==> config.mk <==
export PLATFORM = sky130hd
export DESIGN_NAME = xor_cobs_frame_decoder
export DESIGN_NICKNAME = d
export VERILOG_FILES = /design/src/rtl/core/xcfd_pkg.sv /design/src/rtl/core/xcfd_store.sv /design/src/rtl/core/xcfd_seq.sv /design/src/rtl/core/xor_cobs_frame_decoder.sv
export SDC_FILE = /design/constraint.sdc
export NUM_CORES = 1
export LEC_CHECK = 0
export BUFFER_PORTS_ARGS = -buffer_cell sky130_fd_sc_hd__buf_2
export CAP_MARGIN = 20
export CORE_MARGIN = 3
export CORE_UTILIZATION = 29
export DETAILED_ROUTE_END_ITERATION = 8
export GPL_TIMING_DRIVEN = 0
export SYNTH_ARGS = -nofsm -noshare
export SYNTH_HDL_FRONTEND = slang
export SYNTH_SLANG_ARGS = --single-unit
==> constraint.sdc <==
create_clock -name clk -period 4.88 [get_ports clk]
set_input_delay 0.976 -clock clk [delete_from_list [all_inputs] [get_ports clk]]
set_output_delay 0.976 -clock clk [all_outputs]
set_load 0.01 [all_outputs]
==> src/rtl/core/xcfd_pkg.sv <==
// Shared types and constants for the header-keyed backward-skip frame decoder.
// No dependencies; imported by xcfd_seq and the top level.
`default_nettype none
package xcfd_pkg;

    localparam int MAX_PAYLOAD_DEF = 64;

    localparam logic [1:0] ST_DATA      = 2'd0;
    localparam logic [1:0] ST_ZERO_SKIP = 2'd1;
    localparam logic [1:0] ST_OVERSHOOT = 2'd2;
    localparam logic [1:0] ST_OVERFLOW  = 2'd3;

    typedef struct packed {
        logic [7:0] out_byte;
        logic       last;
        logic [1:0] status;
    } result_t;

endpackage
`default_nettype wire

==> src/rtl/core/xcfd_store.sv <==
// Frame byte store: one write port, one registered read port.
// Depends on nothing but its parameter.
`default_nettype none
module xcfd_store #(
    parameter int MAX_PAYLOAD = 64,
    parameter int ADDR_W      = 6
) (
    input  wire logic              clk,
    input  wire logic              we,
    input  wire logic [ADDR_W-1:0] waddr,
    input  wire logic [7:0]        wdata,
    input  wire logic              rd_en,
    input  wire logic [ADDR_W-1:0] raddr,
    output logic [7:0]             rdata
);
    logic [7:0] mem [MAX_PAYLOAD];
    logic [7:0] rdata_reg;

    always_ff @(posedge clk)
    begin
        if (we)
        begin
            mem[waddr] <= wdata;
        end
        if (rd_en)
        begin
            rdata_reg <= mem[raddr];
        end
    end

    assign rdata = rdata_reg;

endmodule
`default_nettype wire

==> src/rtl/core/xcfd_seq.sv <==
// Frame-close sequencer: walks the skip chain backward through the store with
// one subtract/compare unit, then replays the frame. Depends on xcfd_pkg.
`default_nettype none
module xcfd_seq #(
    parameter int LEN_W  = 7,
    parameter int ADDR_W = 6
) (
    input  wire logic              clk,
    input  wire logic              rst_n,
    input  wire logic              go,
    input  wire logic              go_ovf,
    input  wire logic [LEN_W-1:0]  go_len,
    output logic                   busy,
    output logic                   mem_we,
    output logic [ADDR_W-1:0]      mem_waddr,
    output logic                   mem_rd_en,
    output logic [ADDR_W-1:0]      mem_raddr,
    input  wire logic [7:0]        mem_rdata,
    output logic                   res_strobe,
    output xcfd_pkg::result_t      res
);
    import xcfd_pkg::*;

    localparam logic [2:0] S_IDLE = 3'd0;
    localparam logic [2:0] S_WRD  = 3'd1;
    localparam logic [2:0] S_WCHK = 3'd2;
    localparam logic [2:0] S_ORD  = 3'd3;
    localparam logic [2:0] S_OEMT = 3'd4;
    localparam logic [2:0] S_ERR  = 3'd5;
    localparam int CMP_W = 9;

    logic [2:0]       state_reg, state_next;
    logic [LEN_W-1:0] idx_reg, idx_next;
    logic [LEN_W-1:0] n_reg, n_next;
    logic [LEN_W-1:0] k_reg, k_next;
    logic [1:0]       err_reg, err_next;
    logic [LEN_W-1:0] idx_m1;
    logic [LEN_W-1:0] n_m1;
    logic [LEN_W-1:0] idx_sub;
    logic             overshoot;
    logic             is_last;

    assign idx_m1    = idx_reg - LEN_W'(1);
    assign n_m1      = n_reg - LEN_W'(1);
    assign overshoot = {1'b0, mem_rdata} > CMP_W'(idx_reg);
    assign idx_sub   = idx_reg - mem_rdata[LEN_W-1:0];
    assign is_last   = (k_reg == n_m1);

    always_comb
    begin
        state_next = state_reg;
        idx_next   = idx_reg;
        n_next     = n_reg;
        k_next     = k_reg;
        err_next   = err_reg;
        mem_we     = 1'b0;
        mem_rd_en  = 1'b0;
        mem_waddr  = idx_m1[ADDR_W-1:0];
        mem_raddr  = idx_m1[ADDR_W-1:0];
        case (state_reg)
            S_IDLE:
            begin
                if (go)
                begin
                    idx_next = go_len;
                    n_next   = go_len;
                    k_next   = '0;
                    if (go_ovf)
                    begin
                        err_next   = ST_OVERFLOW;
                        state_next = S_ERR;
                    end
                    else if (go_len != '0)
                    begin
                        state_next = S_WRD;
                    end
                end
            end
            S_WRD:
            begin
                mem_rd_en  = 1'b1;
                state_next = S_WCHK;
            end
            S_WCHK:
            begin
                if (mem_rdata == 8'h00)
                begin
                    err_next   = ST_ZERO_SKIP;
                    state_next = S_ERR;
                end
                else
                begin
                    mem_we = 1'b1;
                    if (overshoot)
                    begin
                        err_next   = ST_OVERSHOOT;
                        state_next = S_ERR;
                    end
                    else
                    begin
                        idx_next   = idx_sub;
                        state_next = (idx_sub == '0) ? S_ORD : S_WRD;
                    end
                end
            end
            S_ORD:
            begin
                mem_rd_en  = 1'b1;
                mem_raddr  = k_reg[ADDR_W-1:0];
                state_next = S_OEMT;
            end
            S_OEMT:
            begin
                k_next     = k_reg + LEN_W'(1);
                state_next = is_last ? S_IDLE : S_ORD;
            end
            S_ERR:
            begin
                state_next = S_IDLE;
            end
            default:
            begin
                state_next = S_IDLE;
            end
        endcase
    end

    always_ff @(posedge clk or negedge rst_n)
    begin
        if (!rst_n)
        begin
            state_reg <= S_IDLE;
            idx_reg   <= '0;
            n_reg     <= '0;
            k_reg     <= '0;
            err_reg   <= ST_DATA;
        end
        else
        begin
            state_reg <= state_next;
            idx_reg   <= idx_next;
            n_reg     <= n_next;
            k_reg     <= k_next;
            err_reg   <= err_next;
        end
    end

    assign busy       = (state_reg != S_IDLE);
    assign res_strobe = (state_reg == S_OEMT) || (state_reg == S_ERR);

    always_comb
    begin
        if (state_reg == S_ERR)
        begin
            res.out_byte = 8'h00;
            res.last     = 1'b1;
            res.status   = err_reg;
        end
        else
        begin
            res.out_byte = mem_rdata;
            res.last     = is_last;
            res.status   = ST_DATA;
        end
    end

    a_err_is_last: assert property (@(posedge clk) disable iff (!rst_n)
        res_strobe && (res.status != ST_DATA) |-> res.last)
        else $error("error request without last");
    a_walk_idx: assert property (@(posedge clk) disable iff (!rst_n)
        (state_reg == S_WCHK) || (state_reg == S_WRD) |-> idx_reg != '0)
        else $error("skip walk at header position");
    a_last_idle: assert property (@(posedge clk) disable iff (!rst_n)
        res_strobe && res.last |=> state_reg == S_IDLE)
        else $error("sequencer busy after last request");
    a_replay_range: assert property (@(posedge clk) disable iff (!rst_n)
        (state_reg == S_ORD) |-> k_reg < n_reg)
        else $error("replay index beyond frame length");

endmodule
`default_nettype wire

==> src/rtl/core/xor_cobs_frame_decoder.sv <==
// Top level of the header-keyed backward-skip frame decoder: input capture,
// frame bookkeeping, store and sequencer. Depends on xcfd_pkg, xcfd_store, xcfd_seq.
//
// Usage:
//   Input: drive in_byte and raise start; the byte is taken at an edge where
//   start is high and busy is low. busy stays low for a byte that does not
//   close a frame.
//   A byte equal to the header key closes the open frame and opens the next one.
//   For a non-empty frame busy then rises for the close: each link of the skip
//   chain is read and then checked, then each payload byte is read and then
//   replayed. An error frame gives a single request in the cycle after its
//   chain check fails (overflow: in the cycle after the closing header).
//   Walk and replay share the single store read port.
//   Output: each request shows on out_byte, last and status for one cycle with
//   strobe high; the receiver cannot stall, so there is no backpressure.
//   Configuration: header_we with header_data writes the header key; write only
//   while busy is low.
//   Reset: rst_n low clears the key, leaves the decoder hunting for a header
//   and returns the sequencer to idle. Store contents are not cleared.
`default_nettype none
module xor_cobs_frame_decoder #(
    parameter int MAX_PAYLOAD = xcfd_pkg::MAX_PAYLOAD_DEF
) (
    input  wire logic       clk,
    input  wire logic       rst_n,
    input  wire logic       start,
    output logic            busy,
    input  wire logic [7:0] in_byte,
    input  wire logic       header_we,
    input  wire logic [7:0] header_data,
    output logic            strobe,
    output logic [7:0]      out_byte,
    output logic            last,
    output logic [1:0]      status
);
    import xcfd_pkg::*;

    localparam int ADDR_W = $clog2(MAX_PAYLOAD);
    localparam int LEN_W  = $clog2(MAX_PAYLOAD + 1);

    logic [7:0]       header_reg;
    logic [LEN_W-1:0] len_reg;
    logic             in_frame_reg;
    logic             ovf_reg;
    logic             accept;
    logic             is_header;
    logic             store_byte;
    logic             go;
    logic             seq_we;
    logic [ADDR_W-1:0] seq_waddr;
    logic             rd_en;
    logic [ADDR_W-1:0] raddr;
    logic [7:0]       rdata;
    logic             mem_we;
    logic [ADDR_W-1:0] mem_waddr;
    logic [7:0]       mem_wdata;
    result_t          res;

    assign accept     = start && !busy;
    assign is_header  = (in_byte == header_reg);
    assign go         = accept && is_header && in_frame_reg;
    assign store_byte = accept && !is_header && in_frame_reg && !ovf_reg
                        && (len_reg != LEN_W'(MAX_PAYLOAD));

    always_ff @(posedge clk or negedge rst_n)
    begin
        if (!rst_n)
        begin
            header_reg   <= 8'h00;
            len_reg      <= '0;
            in_frame_reg <= 1'b0;
            ovf_reg      <= 1'b0;
        end
        else
        begin
            if (header_we)
            begin
                header_reg <= header_data;
            end
            if (accept)
            begin
                if (is_header)
                begin
                    in_frame_reg <= 1'b1;
                    len_reg      <= '0;
                    ovf_reg      <= 1'b0;
                end
                else if (in_frame_reg && !ovf_reg)
                begin
                    if (len_reg == LEN_W'(MAX_PAYLOAD))
                    begin
                        ovf_reg <= 1'b1;
                    end
                    else
                    begin
                        len_reg <= len_reg + LEN_W'(1);
                    end
                end
            end
        end
    end

    assign mem_we    = store_byte || seq_we;
    assign mem_waddr = seq_we ? seq_waddr : len_reg[ADDR_W-1:0];
    assign mem_wdata = seq_we ? 8'h00 : (in_byte ^ header_reg);

    xcfd_store #(
        .MAX_PAYLOAD (MAX_PAYLOAD),
        .ADDR_W      (ADDR_W)
    ) u_store (
        .clk   (clk),
        .we    (mem_we),
        .waddr (mem_waddr),
        .wdata (mem_wdata),
        .rd_en (rd_en),
        .raddr (raddr),
        .rdata (rdata)
    );

    xcfd_seq #(
        .LEN_W  (LEN_W),
        .ADDR_W (ADDR_W)
    ) u_seq (
        .clk        (clk),
        .rst_n      (rst_n),
        .go         (go),
        .go_ovf     (ovf_reg),
        .go_len     (len_reg),
        .busy       (busy),
        .mem_we     (seq_we),
        .mem_waddr  (seq_waddr),
        .mem_rd_en  (rd_en),
        .mem_raddr  (raddr),
        .mem_rdata  (rdata),
        .res_strobe (strobe),
        .res        (res)
    );

    assign out_byte = res.out_byte;
    assign last     = res.last;
    assign status   = res.status;

endmodule
`default_nettype wire
==> flow_metrics.py <==
metrics = {
    "yosys": {
        "synth_seq_cells": 563,
        "synth.distinct_cells": 53,
        "netlist_area_sq_um": 24100,
        "ys.flop_type": "edfxtp_1",
        "synth_edf_count": 520,
        "synth_nets": 1589,
        "post-synth-top-area-fraction_pct": 64.7,
        "yosysTopAreaCell": "edfxtp_1",
        "synthTopCellsByArea": "edfxtp_1 (65%), mux2i_1 (12%), dfrtp_1 (4.5%), mux2_2 (3.8%), o211ai_1 (2.0%)",
        "synth-seq-area-share_pct": 69.2,
        "ys_top_cells_by_count": "edfxtp_1 (520), mux2i_1 (291), nand2_1 (113), nor2_1 (98), mux2_2 (82)",
        "synth.most_common_cell": "edfxtp_1",
        "syn_area_per_cell_sq_um": 15.6,
        "async_reset_ff_share_pct": 7.64,
        "synthCells": 1550,
        "ys.warnings.count": 0,
    },
    "cts": {
        "cts_buffer_depth": 3,
        "clkTransAtPathRegs_ns": 0.06,
        "h-tree-depth": 2,
        "cts_setup_buffers": 0,
        "root_buffer": "clkbuf_16",
        "cts-hold-fix-buffers": 0,
        "insertion_delay_ns": 0.61,
        "cts-resized-gates": 0,
        "clkSinkCount": 563,
        "tritoncts": "done",
        "numCtsBuffers": 57,
    },
    "cells_and_area": {
        "largest_reg_flops": 512,
        "nets": 1690,
        "drive_gt1_share_pct": 16.1,
        "fin_cells": 2769,
        "syn2layout_area_growth_pct": 15.3,
    },
    "floorplan": {
        "start_util_pct": 29.3,
        "die_w_um": 294,
        "num_io_pins": 33,
        "die_h_um": 294,
        "num_rows": 105,
        "core_sq_um": 82200,
        "dieArea_sq_um": 86700,
    },
    "place": {
        "gp_congestion": 0.865,
        "place_inst": 2662,
        "port_buffers": 31,
        "hpwl_mm": 39.4,
    },
    "timing": {
        "hold_viol": 0,
        "rsz0062_at_grt": "no",
        "fmax_mhz": 248,
        "report.final.slew_viol_count": 0,
        "tightest_slew_ns": 0.973,
        "setup_viol": 0,
        "finalCriticalPeriod_ns": 4.03,
        "finClkSkew_ns": 0.0257,
        "period_share_pct": 82.5,
        "setup-tns-final_ns": 0,
        "relSlewSlack_pct": 35.1,
    },
    "global_routing": {
        "grt_max_degree": 44,
        "grt_pass1_vias": 13583,
        "grt-ovfl-total": 0,
        "grt_pass1_wl_mm": 84.8,
        "grt_antenna_before_repair": 1,
        "grt_usage_pct": 12.9,
    },
    "power_and_ir_drop": {
        "p_leak_nw": 9.38,
        "vdd_drop_max_v": 0.000282,
        "p_per_area_nw_per_um2": 632,
    },
    "routing": {
        "vias": 13483,
        "first_pass_iters": 5,
        "antenna_left": 0,
        "avgRoutedWirePerCell_um": 20.6,
        "drtIter0Drc": 1072,
        "vias_per_cell": 4.87,
        "drc": 0,
        "routed_wl_mm": 57.1,
    },
    "critical_path": {
        "arrival_ns": 4.24,
        "r2r_end": "u_store.mem[57][3]$_DFFE_PP_",
        "start_kind": "register",
        "endpoint": "u_store.mem[57][3]$_DFFE_PP_",
        "criticalPathCategory": "register to register",
        "cp_max_fo": 8,
        "worstSetupEndpointType": "register",
        "worstSetupStartpoint": "len_reg[1]$_DFFE_PN0P_",
        "r2r_cells": 8,
        "cp_data_required_time_ns": 5.10,
        "r2r_slack_ns": 0.85,
        "regToRegStartpoint": "len_reg[1]$_DFFE_PN0P_",
    },
    "worst_hold_path": {
        "hp-class": "register to register",
        "hold_start": "u_seq.k_reg[6]$_DFFE_PN0P_",
    },
    "job": {
        "drv_cap": 0,
    },
    "run_status": {
        "status": "complete, no violations",
    },
}
[metal layers]
metal	vias up	track usage, %	part of all wire [%]
met4	0	5.10	3.4
met2	340	22.2	49
li1	6186	-	-
met5	-	0	0
met1	6864	16.6	43
met3	93	1.80	4.6
[area by class of cell]
| class | instances | area (sq um) |
|---|---|---|
| repair buffers | 42 | 345 |
| clock inverters | 41 | 470 |
| inverters | 26 | 97.6 |
| fillers | 7850 | 54400 |
| multi-input cells | 887 | 6980 |
| clock buffers | 65 | 1480 |
| plain buffers | 74 | 424 |
| diodes | 1 | 2.50 |
| well taps | 1070 | 1340 |
| flip-flops and latches | 563 | 16700 |
[power by group]
group,leakage (nW),internal [W],switching (W),total [W]
combinational,3.20,0.00248,0.00452,0.00701
sequential,5.24,0.00592,0.000178,0.00610
clock,0.948,0.00269,0.00179,0.00448
[worst min-delay path by stage]
stage                                              end  cells past startpoint
after floorplan           u_seq.err_reg[1]$_DFFE_PN0P_                      1
after global placement        in_frame_reg$_DFFE_PN0P_                      1
after detailed placement  u_seq.err_reg[1]$_DFFE_PN0P_                      1
after CTS                 u_seq.err_reg[1]$_DFFE_PN0P_                      1
after global routing        u_seq.k_reg[6]$_DFFE_PN0P_                      1
final                       u_seq.k_reg[6]$_DFFE_PN0P_                      1
[placed cells by master (no fill, tap or decap), types with 16 or more instances in the layout]
master     count
o21ai_0       27
dfrtp_1       43
inv_1         26
mux2i_1      291
nand2_1      113
mux2_2        82
clkbuf_1      28
a21oi_1       19
clkinv_1      16
buf_2         55
nor2_1        90
edfxtp_1     520
a32oi_1       32
buf_4         21
ha_1          18
o211ai_1      64
xnor2_1       23
clkbuf_16     57
[logic make-up (layout without fill, tap and decap cells)]
logic type | after synthesis | after routing | share of synthesized area, %
buf+inv | 100 | 248 | 2.16
flops | 563 | 563 | 69.2
simple gates | 288 | 288 | 5.40
fa+ha+maj | 19 | 19 | 1.02
mux | 374 | 374 | 16.0
xor+xnor | 30 | 30 | 1.12
compound gates | 176 | 176 | 5.18
other cells | 0 | 1 | 0
[critical path, cell delays in order, from the launching register on]
cell and delay, ns:
dfrtp_1 0.49, inv_1 0.16, ha_1 0.24, and3_1 0.16, nor3_1 0.43, o21ai_0 0.32
o22ai_1 0.37, nand2_1 0.60, nor2_1 0.86
[through the flow]
step | hold WS, ns | util, % | instance area, sq um | power, W | worst slack [ns]
final | 0.497 | 33.8 | 27800 | 0.0176 | 0.853
after detailed placement | 0.485 | 31.5 | 25900 | 0.0132 | 0.821
after global placement | 0.480 | 31.2 | 25600 | 0.0130 | -1.51
after global routing | 0.532 | 33.8 | 27800 | 0.0184 | 0.593
after CTS | 0.497 | 33.8 | 27800 | 0.0177 | 0.859
after floorplan | 0.452 | - | 24100 | 0.0107 | 1.77
Note: power is estimated with default switching activity, not from simulation.
